[config.mk]
export PLATFORM = sky130hd
export DESIGN_NAME = waypoint_path_densifier
export DESIGN_NICKNAME = d
export VERILOG_FILES = /design/src/hw/rtl/wpd_pkg.sv /design/src/hw/rtl/waypoint_path_densifier.sv /design/src/hw/rtl/wpd_sqrt.sv /design/src/hw/rtl/wpd_div.sv /design/src/hw/rtl/wpd_dp.sv /design/src/hw/rtl/wpd_ctrl.sv
export SDC_FILE = /design/constraint.sdc
export NUM_CORES = 2
export LEC_CHECK = 0
export BUFFER_PORTS_ARGS = -buffer_cell sky130_fd_sc_hd__buf_2
export CAP_MARGIN = 25
export CORE_MARGIN = 3
export CORE_UTILIZATION = 45
export CTS_BUF_LIST = sky130_fd_sc_hd__clkbuf_4 sky130_fd_sc_hd__clkbuf_8
export DETAILED_ROUTE_END_ITERATION = 10
export MAX_ROUTING_LAYER = met4
export PLACE_DENSITY = 0.69
export SLEW_MARGIN = 10
export SYNTH_ARGS = -nofsm -noshare
export SYNTH_HDL_FRONTEND = slang
export SYNTH_SLANG_ARGS = --single-unit
[constraint.sdc]
create_clock -name clk -period 16.95 [get_ports clk]
set_clock_uncertainty 0.05 [all_clocks]
set_input_delay 3.39 -clock clk [delete_from_list [all_inputs] [get_ports clk]]
set_output_delay 3.39 -clock clk [all_outputs]
set_load 0.02 [all_outputs]
[src/hw/rtl/wpd_pkg.sv]
// Shared types and constants for the waypoint path densifier.
`timescale 1ns / 1ps
package wpd_pkg;

  localparam int SPACING_W = 23;
  localparam logic [SPACING_W-1:0] SPACING_RST = 23'd655;

  // Axis lane codes
  localparam logic [1:0] AXIS_X = 2'd0;
  localparam logic [1:0] AXIS_Y = 2'd1;
  localparam logic [1:0] AXIS_Z = 2'd2;

  // Result kind codes
  typedef enum logic [1:0] {
    KIND_ORIGIN   = 2'd0,
    KIND_INTERIOR = 2'd1,
    KIND_END      = 2'd2
  } kind_t;

  // Divider operand select
  typedef enum logic {
    SEL_LEN  = 1'b0,
    SEL_AXIS = 1'b1
  } div_sel_t;

  // Controller to datapath commands
  typedef struct packed {
    logic       accept;
    logic       diff;
    logic       sq_en;
    logic [1:0] axis;
    logic       acc_add;
    logic       sqrt_start;
    logic       div_start;
    div_sel_t   div_sel;
    logic       div_take;
    logic       step;
    logic       out_load;
    kind_t      out_kind;
    logic       out_last;
  } wpd_cmd_t;

  // Datapath to controller status
  typedef struct packed {
    logic first;
    logic seg_zero;
    logic n_zero;
    logic j_last;
    logic sqrt_done;
    logic div_done;
  } wpd_stat_t;

endpackage

[src/hw/rtl/waypoint_path_densifier.sv]
// Top level of the waypoint path densifier: controller plus datapath.
//
//  channel | ports                                   | handshake
//  --------+-----------------------------------------+------------------
//  input   | in_first in_px in_py in_pz              | in_valid/in_stall
//  result  | out_ox out_oy out_oz out_kind out_capped | out_valid/out_stall
//          | out_last                                |
//  config  | cfg_wdata (spacing)                     | cfg_we
//
// After its accept, a waypoint with a non-zero segment is set up by three squares on
// one multiplier, a bit-serial root and four passes of one bit-serial divider; then
// the origin (first waypoint only), the interior points and the end point are
// emitted, each beat waiting while the result is stalled.
// The output register lets the next waypoint be accepted while the last beat waits.
// Reset (rst_n low, synchronous) clears control and the previous point and sets the spacing to its reset value.
// A stalled result holds the emitting state; no beat is dropped or repeated.
`timescale 1ns / 1ps
module waypoint_path_densifier
  import wpd_pkg::*;
#(
  parameter int COORD_BITS   = 24,
  parameter int MAX_INTERIOR = 62
) (
  input  logic                         clk,
  input  logic                         rst_n,
  input  logic                         in_valid,
  output logic                         in_stall,
  input  logic                         in_first,
  input  logic signed [COORD_BITS-1:0] in_px,
  input  logic signed [COORD_BITS-1:0] in_py,
  input  logic signed [COORD_BITS-1:0] in_pz,
  output logic                         out_valid,
  input  logic                         out_stall,
  output logic signed [COORD_BITS-1:0] out_ox,
  output logic signed [COORD_BITS-1:0] out_oy,
  output logic signed [COORD_BITS-1:0] out_oz,
  output logic [1:0]                   out_kind,
  output logic                         out_capped,
  output logic                         out_last,
  input  logic                         cfg_we,
  input  logic [SPACING_W-1:0]         cfg_wdata
);
  wpd_cmd_t  cmd;
  wpd_stat_t stat;

  wpd_ctrl u_ctrl (
    .clk       (clk),
    .rst_n     (rst_n),
    .in_valid  (in_valid),
    .in_stall  (in_stall),
    .out_valid (out_valid),
    .out_stall (out_stall),
    .stat      (stat),
    .cmd       (cmd)
  );

  wpd_dp #(
    .COORD_BITS   (COORD_BITS),
    .MAX_INTERIOR (MAX_INTERIOR)
  ) u_dp (
    .clk        (clk),
    .rst_n      (rst_n),
    .cmd        (cmd),
    .stat       (stat),
    .cfg_we     (cfg_we),
    .cfg_wdata  (cfg_wdata),
    .in_first   (in_first),
    .in_px      (in_px),
    .in_py      (in_py),
    .in_pz      (in_pz),
    .out_ox     (out_ox),
    .out_oy     (out_oy),
    .out_oz     (out_oz),
    .out_kind   (out_kind),
    .out_capped (out_capped),
    .out_last   (out_last)
  );

`ifndef SYNTHESIS
  // An accepted waypoint keeps the input side busy next cycle
  a_busy_after_accept: assert property (@(posedge clk) disable iff (!rst_n)
    (in_valid && !in_stall) |=> in_stall)
    else $error("input not stalled after accept");

  // Interior points never close a waypoint's beats
  a_interior_not_last: assert property (@(posedge clk) disable iff (!rst_n)
    (out_valid && (out_kind == KIND_INTERIOR)) |-> !out_last)
    else $error("interior beat flagged last");

  // End points always close a waypoint's beats
  a_end_is_last: assert property (@(posedge clk) disable iff (!rst_n)
    (out_valid && (out_kind == KIND_END)) |-> out_last)
    else $error("end beat not flagged last");

  // A stalled result beat holds
  a_out_hold: assert property (@(posedge clk) disable iff (!rst_n)
    (out_valid && out_stall) |=> (out_valid && $stable(out_ox) && $stable(out_kind)))
    else $error("stalled result changed");
`endif

endmodule

[src/hw/rtl/wpd_sqrt.sv]
// Iterative restoring integer square root, one root bit per cycle.
`timescale 1ns / 1ps
module wpd_sqrt #(
  parameter int XW = 50
) (
  input  logic            clk,
  input  logic            rst_n,
  input  logic            start,
  input  logic [XW-1:0]   x,
  output logic            done,
  output logic [XW/2-1:0] root
);
  localparam int RW = XW / 2;
  localparam int CW = $clog2(RW + 1);

  logic [XW-1:0] x_r, x_nxt;
  logic [RW+1:0] rem_r, rem_nxt;
  logic [RW-1:0] root_r, root_nxt;
  logic [CW-1:0] cnt_r, cnt_nxt;
  logic          busy_r, busy_nxt;
  logic          done_r, done_nxt;
  logic [RW+1:0] rem_sh, trial;
  logic          ge;

  // One iteration: bring down two bits, try root*4+1
  always_comb begin
    rem_sh   = {rem_r[RW-1:0], x_r[XW-1:XW-2]};
    trial    = {root_r, 2'b01};
    ge       = rem_sh >= trial;
    x_nxt    = x_r;
    rem_nxt  = rem_r;
    root_nxt = root_r;
    cnt_nxt  = cnt_r;
    busy_nxt = busy_r;
    done_nxt = 1'b0;
    if (start) begin
      x_nxt    = x;
      rem_nxt  = '0;
      root_nxt = '0;
      cnt_nxt  = CW'(RW);
      busy_nxt = 1'b1;
    end else if (busy_r) begin
      x_nxt    = {x_r[XW-3:0], 2'b00};
      rem_nxt  = ge ? rem_sh - trial : rem_sh;
      root_nxt = {root_r[RW-2:0], ge};
      cnt_nxt  = cnt_r - 1'b1;
      if (cnt_r == CW'(1)) begin
        busy_nxt = 1'b0;
        done_nxt = 1'b1;
      end
    end
  end

  always_ff @(posedge clk) begin
    if (!rst_n) begin
      busy_r <= 1'b0;
      done_r <= 1'b0;
      cnt_r  <= '0;
    end else begin
      busy_r <= busy_nxt;
      done_r <= done_nxt;
      cnt_r  <= cnt_nxt;
    end
    x_r    <= x_nxt;
    rem_r  <= rem_nxt;
    root_r <= root_nxt;
  end

  assign done = done_r;
  assign root = root_r;

endmodule

[src/hw/rtl/wpd_div.sv]
// Iterative restoring unsigned divider, one quotient bit per cycle.
`timescale 1ns / 1ps
module wpd_div #(
  parameter int NW = 25,
  parameter int DW = 23
) (
  input  logic          clk,
  input  logic          rst_n,
  input  logic          start,
  input  logic [NW-1:0] dividend,
  input  logic [DW-1:0] divisor,
  output logic          done,
  output logic [NW-1:0] quot,
  output logic [DW-1:0] rem
);
  localparam int CW = $clog2(NW + 1);

  logic [NW-1:0] q_r, q_nxt;
  logic [DW-1:0] rem_r, rem_nxt;
  logic [DW-1:0] dvs_r, dvs_nxt;
  logic [CW-1:0] cnt_r, cnt_nxt;
  logic          busy_r, busy_nxt;
  logic          done_r, done_nxt;
  logic [DW:0]   sh, diff;
  logic          ge;

  // Shift in one dividend bit, subtract when it fits
  always_comb begin
    sh       = {rem_r, q_r[NW-1]};
    diff     = sh - {1'b0, dvs_r};
    ge       = sh >= {1'b0, dvs_r};
    q_nxt    = q_r;
    rem_nxt  = rem_r;
    dvs_nxt  = dvs_r;
    cnt_nxt  = cnt_r;
    busy_nxt = busy_r;
    done_nxt = 1'b0;
    if (start) begin
      q_nxt    = dividend;
      rem_nxt  = '0;
      dvs_nxt  = divisor;
      cnt_nxt  = CW'(NW);
      busy_nxt = 1'b1;
    end else if (busy_r) begin
      q_nxt   = {q_r[NW-2:0], ge};
      rem_nxt = ge ? diff[DW-1:0] : sh[DW-1:0];
      cnt_nxt = cnt_r - 1'b1;
      if (cnt_r == CW'(1)) begin
        busy_nxt = 1'b0;
        done_nxt = 1'b1;
      end
    end
  end

  always_ff @(posedge clk) begin
    if (!rst_n) begin
      busy_r <= 1'b0;
      done_r <= 1'b0;
      cnt_r  <= '0;
    end else begin
      busy_r <= busy_nxt;
      done_r <= done_nxt;
      cnt_r  <= cnt_nxt;
    end
    q_r   <= q_nxt;
    rem_r <= rem_nxt;
    dvs_r <= dvs_nxt;
  end

  assign done = done_r;
  assign quot = q_r;
  assign rem  = rem_r;

endmodule

[src/hw/rtl/wpd_dp.sv]
// Datapath: point registers, squares, root and divider units, stepping lanes, output beat.
`timescale 1ns / 1ps
module wpd_dp
  import wpd_pkg::*;
#(
  parameter int COORD_BITS   = 24,
  parameter int MAX_INTERIOR = 62
) (
  input  logic                         clk,
  input  logic                         rst_n,
  input  wpd_cmd_t                     cmd,
  output wpd_stat_t                    stat,
  input  logic                         cfg_we,
  input  logic [SPACING_W-1:0]         cfg_wdata,
  input  logic                         in_first,
  input  logic signed [COORD_BITS-1:0] in_px,
  input  logic signed [COORD_BITS-1:0] in_py,
  input  logic signed [COORD_BITS-1:0] in_pz,
  output logic signed [COORD_BITS-1:0] out_ox,
  output logic signed [COORD_BITS-1:0] out_oy,
  output logic signed [COORD_BITS-1:0] out_oz,
  output logic [1:0]                   out_kind,
  output logic                         out_capped,
  output logic                         out_last
);
  localparam int C  = COORD_BITS;
  localparam int SW = 2 * C + 2;
  localparam int RW = C + 1;
  localparam int NW = $clog2(MAX_INTERIOR + 2);

  logic [SPACING_W-1:0]  spacing_r;
  logic signed [C-1:0]   e_r [3];
  logic signed [C-1:0]   s_r [3];
  logic signed [C:0]     d_r [3];
  logic [C-1:0]          mag [3];
  logic                  first_r;
  logic [SW-1:0]         acc_r;
  logic [2*C-1:0]        prod_r;
  logic [NW-1:0]         n_r;
  logic                  capped_r;
  logic [C-1:0]          qq_r [3];
  logic [NW-1:0]         rr_r [3];
  logic [C-1:0]          qa_r [3];
  logic [NW-1:0]         ra_r [3];
  logic [NW-1:0]         j_r;
  logic signed [C-1:0]   o_r [3];
  kind_t                 kind_r;
  logic                  last_r;
  logic                  capped_o_r;

  logic [NW:0]           np1;
  logic [NW:0]           ra_sum [3];
  logic                  ra_ge [3];
  logic signed [C:0]     pt [3];
  logic                  sqrt_done;
  logic [RW-1:0]         root;
  logic                  div_done;
  logic [RW-1:0]         div_n, quot;
  logic [SPACING_W-1:0]  div_d, rem;
  logic [SPACING_W-1:0]  sp_eff;
  logic signed [C-1:0]   in_p [3];

  assign in_p[0] = in_px;
  assign in_p[1] = in_py;
  assign in_p[2] = in_pz;

  // Magnitudes of the segment deltas
  always_comb begin
    for (int a = 0; a < 3; a++) begin
      mag[a] = d_r[a][C] ? C'(-d_r[a]) : C'(d_r[a]);
    end
  end

  // Stepping lanes: add q and r per point, carry when the remainder wraps
  assign np1 = {1'b0, n_r} + 1'b1;
  always_comb begin
    for (int a = 0; a < 3; a++) begin
      ra_sum[a] = {1'b0, ra_r[a]} + {1'b0, rr_r[a]};
      ra_ge[a]  = ra_sum[a] >= np1;
      pt[a]     = d_r[a][C] ? ({s_r[a][C-1], s_r[a]} - $signed({1'b0, qa_r[a]}))
                            : ({s_r[a][C-1], s_r[a]} + $signed({1'b0, qa_r[a]}));
    end
  end

  // Shared divider operands
  assign sp_eff = (spacing_r == '0) ? SPACING_W'(1) : spacing_r;
  always_comb begin
    if (cmd.div_sel == SEL_AXIS) begin
      div_n = {1'b0, mag[cmd.axis]};
      div_d = SPACING_W'(np1);
    end else begin
      div_n = root;
      div_d = sp_eff;
    end
  end

  wpd_sqrt #(.XW(SW)) u_sqrt (
    .clk   (clk),
    .rst_n (rst_n),
    .start (cmd.sqrt_start),
    .x     (acc_r),
    .done  (sqrt_done),
    .root  (root)
  );

  wpd_div #(.NW(RW), .DW(SPACING_W)) u_div (
    .clk      (clk),
    .rst_n    (rst_n),
    .start    (cmd.div_start),
    .dividend (div_n),
    .divisor  (div_d),
    .done     (div_done),
    .quot     (quot),
    .rem      (rem)
  );

  // Config register and previous waypoint
  always_ff @(posedge clk) begin
    if (!rst_n) begin
      spacing_r <= SPACING_RST;
      for (int a = 0; a < 3; a++) e_r[a] <= '0;
    end else begin
      if (cfg_we) spacing_r <= cfg_wdata;
      if (cmd.accept) begin
        for (int a = 0; a < 3; a++) e_r[a] <= in_p[a];
      end
    end
  end

  // Segment working registers
  always_ff @(posedge clk) begin
    if (cmd.accept) begin
      first_r <= in_first;
      for (int a = 0; a < 3; a++) s_r[a] <= in_first ? '0 : e_r[a];
    end
    if (cmd.diff) begin
      for (int a = 0; a < 3; a++) begin
        d_r[a]  <= {e_r[a][C-1], e_r[a]} - {s_r[a][C-1], s_r[a]};
        qa_r[a] <= '0;
        ra_r[a] <= '0;
      end
      acc_r    <= '0;
      prod_r   <= '0;
      j_r      <= '0;
      n_r      <= '0;
      capped_r <= 1'b0;
    end
    if (cmd.sq_en) prod_r <= mag[cmd.axis] * mag[cmd.axis];
    if (cmd.acc_add) acc_r <= acc_r + SW'(prod_r);
    if (cmd.div_take) begin
      if (cmd.div_sel == SEL_AXIS) begin
        qq_r[cmd.axis] <= quot[C-1:0];
        rr_r[cmd.axis] <= rem[NW-1:0];
      end else if (quot > RW'(MAX_INTERIOR)) begin
        n_r      <= NW'(MAX_INTERIOR);
        capped_r <= 1'b1;
      end else begin
        n_r <= quot[NW-1:0];
      end
    end
    if (cmd.step) begin
      for (int a = 0; a < 3; a++) begin
        ra_r[a] <= ra_ge[a] ? NW'(ra_sum[a] - np1) : ra_sum[a][NW-1:0];
        qa_r[a] <= qa_r[a] + qq_r[a] + C'(ra_ge[a]);
      end
      j_r <= j_r + 1'b1;
    end
  end

  // Output beat register
  always_ff @(posedge clk) begin
    if (cmd.out_load) begin
      for (int a = 0; a < 3; a++) begin
        case (cmd.out_kind)
          KIND_ORIGIN:   o_r[a] <= '0;
          KIND_INTERIOR: o_r[a] <= pt[a][C-1:0];
          default:       o_r[a] <= e_r[a];
        endcase
      end
      kind_r     <= cmd.out_kind;
      last_r     <= cmd.out_last;
      capped_o_r <= capped_r;
    end
  end

  assign out_ox     = o_r[0];
  assign out_oy     = o_r[1];
  assign out_oz     = o_r[2];
  assign out_kind   = kind_r;
  assign out_capped = capped_o_r;
  assign out_last   = last_r;

  assign stat.first     = first_r;
  assign stat.seg_zero  = (acc_r == '0);
  assign stat.n_zero    = (n_r == '0);
  assign stat.j_last    = (j_r == n_r);
  assign stat.sqrt_done = sqrt_done;
  assign stat.div_done  = div_done;

endmodule

[src/hw/rtl/wpd_ctrl.sv]
// Controller: sequences squares, root, divisions and point emission.
`timescale 1ns / 1ps
module wpd_ctrl
  import wpd_pkg::*;
(
  input  logic      clk,
  input  logic      rst_n,
  input  logic      in_valid,
  output logic      in_stall,
  output logic      out_valid,
  input  logic      out_stall,
  input  wpd_stat_t stat,
  output wpd_cmd_t  cmd
);
  typedef enum logic [3:0] {
    ST_IDLE, ST_DIFF, ST_SQ, ST_SQEND, ST_ROOT_GO, ST_ROOT_WAIT,
    ST_DIVN_GO, ST_DIVN_WAIT, ST_DIVA_GO, ST_DIVA_WAIT,
    ST_ORIGIN, ST_STEP, ST_INTER, ST_ENDPT
  } state_t;

  state_t     state_r, state_nxt;
  logic [1:0] ax_r, ax_nxt;
  logic       out_valid_r, out_valid_nxt;
  logic       slot_free;

  assign slot_free = !out_valid_r || !out_stall;
  assign in_stall  = (state_r != ST_IDLE);
  assign out_valid = out_valid_r;

  // Next state and commands
  always_comb begin
    cmd           = '0;
    cmd.axis      = ax_r;
    state_nxt     = state_r;
    ax_nxt        = ax_r;
    case (state_r)
      ST_IDLE: begin
        if (in_valid) begin
          cmd.accept = 1'b1;
          state_nxt  = ST_DIFF;
        end
      end
      ST_DIFF: begin
        cmd.diff  = 1'b1;
        ax_nxt    = AXIS_X;
        state_nxt = ST_SQ;
      end
      ST_SQ: begin
        cmd.sq_en   = 1'b1;
        cmd.acc_add = 1'b1;
        if (ax_r == AXIS_Z) begin
          state_nxt = ST_SQEND;
        end else begin
          ax_nxt = ax_r + 1'b1;
        end
      end
      ST_SQEND: begin
        cmd.acc_add = 1'b1;
        state_nxt   = ST_ROOT_GO;
      end
      ST_ROOT_GO: begin
        if (stat.seg_zero) begin
          state_nxt = stat.first ? ST_ORIGIN : ST_IDLE;
        end else begin
          cmd.sqrt_start = 1'b1;
          state_nxt      = ST_ROOT_WAIT;
        end
      end
      ST_ROOT_WAIT: begin
        if (stat.sqrt_done) state_nxt = ST_DIVN_GO;
      end
      ST_DIVN_GO: begin
        cmd.div_sel   = SEL_LEN;
        cmd.div_start = 1'b1;
        state_nxt     = ST_DIVN_WAIT;
      end
      ST_DIVN_WAIT: begin
        cmd.div_sel = SEL_LEN;
        if (stat.div_done) begin
          cmd.div_take = 1'b1;
          ax_nxt       = AXIS_X;
          state_nxt    = ST_DIVA_GO;
        end
      end
      ST_DIVA_GO: begin
        cmd.div_sel   = SEL_AXIS;
        cmd.div_start = 1'b1;
        state_nxt     = ST_DIVA_WAIT;
      end
      ST_DIVA_WAIT: begin
        cmd.div_sel = SEL_AXIS;
        if (stat.div_done) begin
          cmd.div_take = 1'b1;
          if (ax_r == AXIS_Z) begin
            if (stat.first) state_nxt = ST_ORIGIN;
            else state_nxt = stat.n_zero ? ST_ENDPT : ST_STEP;
          end else begin
            ax_nxt    = ax_r + 1'b1;
            state_nxt = ST_DIVA_GO;
          end
        end
      end
      ST_ORIGIN: begin
        if (slot_free) begin
          cmd.out_load = 1'b1;
          cmd.out_kind = KIND_ORIGIN;
          cmd.out_last = stat.seg_zero;
          if (stat.seg_zero) state_nxt = ST_IDLE;
          else state_nxt = stat.n_zero ? ST_ENDPT : ST_STEP;
        end
      end
      ST_STEP: begin
        cmd.step  = 1'b1;
        state_nxt = ST_INTER;
      end
      ST_INTER: begin
        if (slot_free) begin
          cmd.out_load = 1'b1;
          cmd.out_kind = KIND_INTERIOR;
          state_nxt    = stat.j_last ? ST_ENDPT : ST_STEP;
        end
      end
      ST_ENDPT: begin
        if (slot_free) begin
          cmd.out_load = 1'b1;
          cmd.out_kind = KIND_END;
          cmd.out_last = 1'b1;
          state_nxt    = ST_IDLE;
        end
      end
      default: state_nxt = ST_IDLE;
    endcase
    out_valid_nxt = cmd.out_load || (out_valid_r && out_stall);
  end

  // State and registered outputs
  always_ff @(posedge clk) begin
    if (!rst_n) begin
      state_r     <= ST_IDLE;
      ax_r        <= AXIS_X;
      out_valid_r <= 1'b0;
    end else begin
      state_r     <= state_nxt;
      ax_r        <= ax_nxt;
      out_valid_r <= out_valid_nxt;
    end
  end

endmodule
==> impl_metrics.ini <==
[route]
first_iter_violations = 4396
vias = 49400
vias_per_cell = 5.60
dr.pass1.iters = 6
routed_wl_mm = 180
antenna_left = 0
drc = 0
wire_per_inst_um = 20.4

[global_routing]
grt_pass1_wl_mm = 277
grt_util_all_layers_pct = 24.7
grt_max_degree = 97
grt_pass1_vias = 48500
overflow = 0
antenna_found_initial = 9
busiest_layer = met2
grtUsageMet2_pct = 37.3
met3_usage_pct = 4.84
grt_use_met1_pct = 33.6

[hold_path]
hold_class = reg -> reg
holdPathEnd = u_dp.out_capped$_DFFE_PP_
hold-path-cell-count = 0
min_from = u_dp.capped_r$_DFF_P_

[setup_path]
cp-end-kind = register
reg2regPathDepth = 31
crit_top_cell = fa_1
cp_max_fo = 19
arrival_ps = 11350
slowest_delay_ps = 870
worst_path_max_delay_cell = clkinv_1
rrSetupSlack_ps = 6160
cp-start-kind = register
critPathRequiredTime_ps = 17500
worstSetupPathType = reg -> reg
r2r_start = u_dp.d_r[0][27]$_DFFE_PP_
regToRegEndpoint = u_dp.prod_r[47]$_SDFFCE_PN0P_

[placement]
post-dp-hpwl_mm = 135
gp_congestion = 0.969
port_buffers = 178
place_inst = 8538

[die]
initial_core_util_pct = 45.7
ioPinCount = 179
dieHeight_um = 386
die_area_um2 = 149000
die_w_um = 386
fp-row-count = 138
fp.coreArea_um2 = 143000

[yosys]
yosys_most_used_dff = edfxtp_1
ys_types = 92
yosys.cell_count.top_type = inv_1
yosysWarnings = 0
ys_seq_elements = 801
ys_async_sr_fraction_pct = 0
syn_area_um2 = 65100
synth_commonest_cells = 845 x inv_1, 705 x nor2_1, 677 x edfxtp_1
synthCells = 6621
syn_nets = 7700
synthTopCellsByArea = edfxtp_1 31%, fa_1 14%, ha_1 10%
syn_avg_cell_area_um2 = 9.83
ys_seq_area_share_pct = 35.0
synth_edf_count = 677
synth_top_cell_by_area = edfxtp_1
synth_top_area_share_pct = 31.2

[clocking]
cts_made_buffers = 147
cts_tree = yes
htree_levels = 4
path_clk_slew_ps = 60
postCtsResizedCells = 0
clk_latency_ps = 880
cts_setup_buffers = 0
clockRootBuffer = clkbuf_8
hold_buffers = 0
clock_sinks = 801
clk_path_buf_depth = 3

[timing]
slew_viol_final = 0
setup_violations = 0
tightestPinTransition_ps = 1100
hold_viol = 0
rsz0062_at_grt = no
fin_crit_sh_pct = 63.7
fmax_ghz = 0.0926
timing.final.crit_period_ps = 10790
max_slew_margin_pct = 26.2
final.setup.tns_ps = 0

[layout]
area_delta_synth_final_pct = 9.67
instances_no_fill = 8819
fin_nets = 7881
drive_gt1_share_pct = 8.74
fillers = 13100

[outcome]
status = completed

[job]
cap_violations = 0
[per-stage QoR]
stage / setup WS (ps) / cell area (um^2) / hold WS [ps] / utilization [%]
floorplan: 7920 / 65100 / 359 / -
global placement: 6410 / 68100 / 371 / 47.8
detailed placement: 6250 / 68200 / 381 / 47.8
CTS: 6240 / 71200 / 398 / 50.0
global route: 5600 / 71400 / 416 / 50.1
finish: 6160 / 71400 / 398 / 50.1
[cell usage in the layout, fill, tap and decap left out, types with 39 or more instances in the layout]
| cell | instances |
|---|---|
| a211oi_1 | 58 |
| nor3_1 | 97 |
| nor2b_1 | 149 |
| o21ai_0 | 265 |
| mux2_2 | 52 |
| a21o_1 | 167 |
| and2_1 | 52 |
| buf_4 | 67 |
| and3_1 | 114 |
| fa_1 | 448 |
| edfxtp_1 | 677 |
| clkbuf_8 | 152 |
| inv_1 | 843 |
| nor2_1 | 703 |
| o21a_1 | 51 |
| buf_2 | 177 |
| clkinv_1 | 39 |
| clkbuf_4 | 43 |
| nand2_1 | 435 |
| nor4_1 | 45 |
| nand3_1 | 61 |
| a21oi_1 | 401 |
| xnor2_1 | 310 |
| mux2i_1 | 100 |
| nand2b_1 | 56 |
| ha_1 | 530 |
| dfxtp_1 | 122 |
| xor2_1 | 165 |
[worst max-delay path, delay by kind of cell, from the launching register on]
kind,cells,cell delay [ps]
buffers and inverters,5,1120
AO/OA/AOI/OAI,10,2900
XOR/XNOR,2,330
AND/OR/NAND/NOR,6,1670
adder cells (fa/ha/maj),8,3980
flip-flops,1,450
[kinds of logic after synthesis]
kind of cell,Yosys count,share of synthesized area [%]
buf+inv,1071,6.23
flops,801,35.0
compound gates,1273,12.5
fa+ha+maj,978,24.0
xor+xnor,476,6.41
simple gates,1870,13.5
mux,152,2.44
[cell type report]
class                   count  area (um^2)  share of cell area [%]
multi-input cells        4749        38400                    53.7
well taps                1890         2360                    3.31
clock inverters            72          662                   0.927
repair buffers            250         1550                    2.18
inverters                 853         3200                    4.48
diodes                      9         22.5                  0.0315
clock buffers             195         2410                    3.38
flip-flops and latches    801        22800                    32.0
[sequential cells by signal, summed over array words and instances (netlist names), 6 cells and up]
| signal | count |
|---|---|
| u_dp.d_r | 75 |
| u_dp.e_r | 72 |
| u_dp.o_r | 72 |
| u_dp.qa_r | 72 |
| u_dp.qq_r | 72 |
| u_dp.s_r | 72 |
| u_dp.acc_r | 50 |
| u_dp.u_sqrt.x_r | 50 |
| u_dp.prod_r | 47 |
| u_dp.u_div.quot | 25 |
| u_dp.u_sqrt.rem_r | 25 |
| u_dp.u_sqrt.root | 25 |
| u_dp.spacing_r | 23 |
| u_dp.u_div.dvs_r | 23 |
| u_dp.u_div.rem | 23 |
| u_dp.ra_r | 18 |
| u_dp.rr_r | 18 |
| u_dp.j_r | 6 |
| u_dp.n_r | 6 |
[how the worst max path moves through the flow]
stage	start	end	slack [ps]	depth (start not counted)
floorplan	u_dp.d_r[0][59]$_DFFE_PP_	u_dp.prod_r[46]$_SDFFCE_PN0P_	7920	30
global placement	u_dp.d_r[0][27]$_DFFE_PP_	u_dp.prod_r[47]$_SDFFCE_PN0P_	6410	30
detailed placement	u_dp.d_r[0][27]$_DFFE_PP_	u_dp.prod_r[47]$_SDFFCE_PN0P_	6250	30
CTS	u_dp.d_r[0][27]$_DFFE_PP_	u_dp.prod_r[47]$_SDFFCE_PN0P_	6240	30
global route	u_dp.d_r[0][27]$_DFFE_PP_	u_dp.prod_r[47]$_SDFFCE_PN0P_	5600	31
finish	u_dp.d_r[0][27]$_DFFE_PP_	u_dp.prod_r[47]$_SDFFCE_PN0P_	6160	31
[metal layers]
layer | wire (um) | share of wire [%]
met5 | 0 | 0
met3 | 13700 | 7.6
met2 | 80900 | 45
met4 | 5630 | 3.1
met1 | 80000 | 44
Power is not shown: default switching activity piles up to over one toggle a cycle in this logic, so the estimate is an artifact.
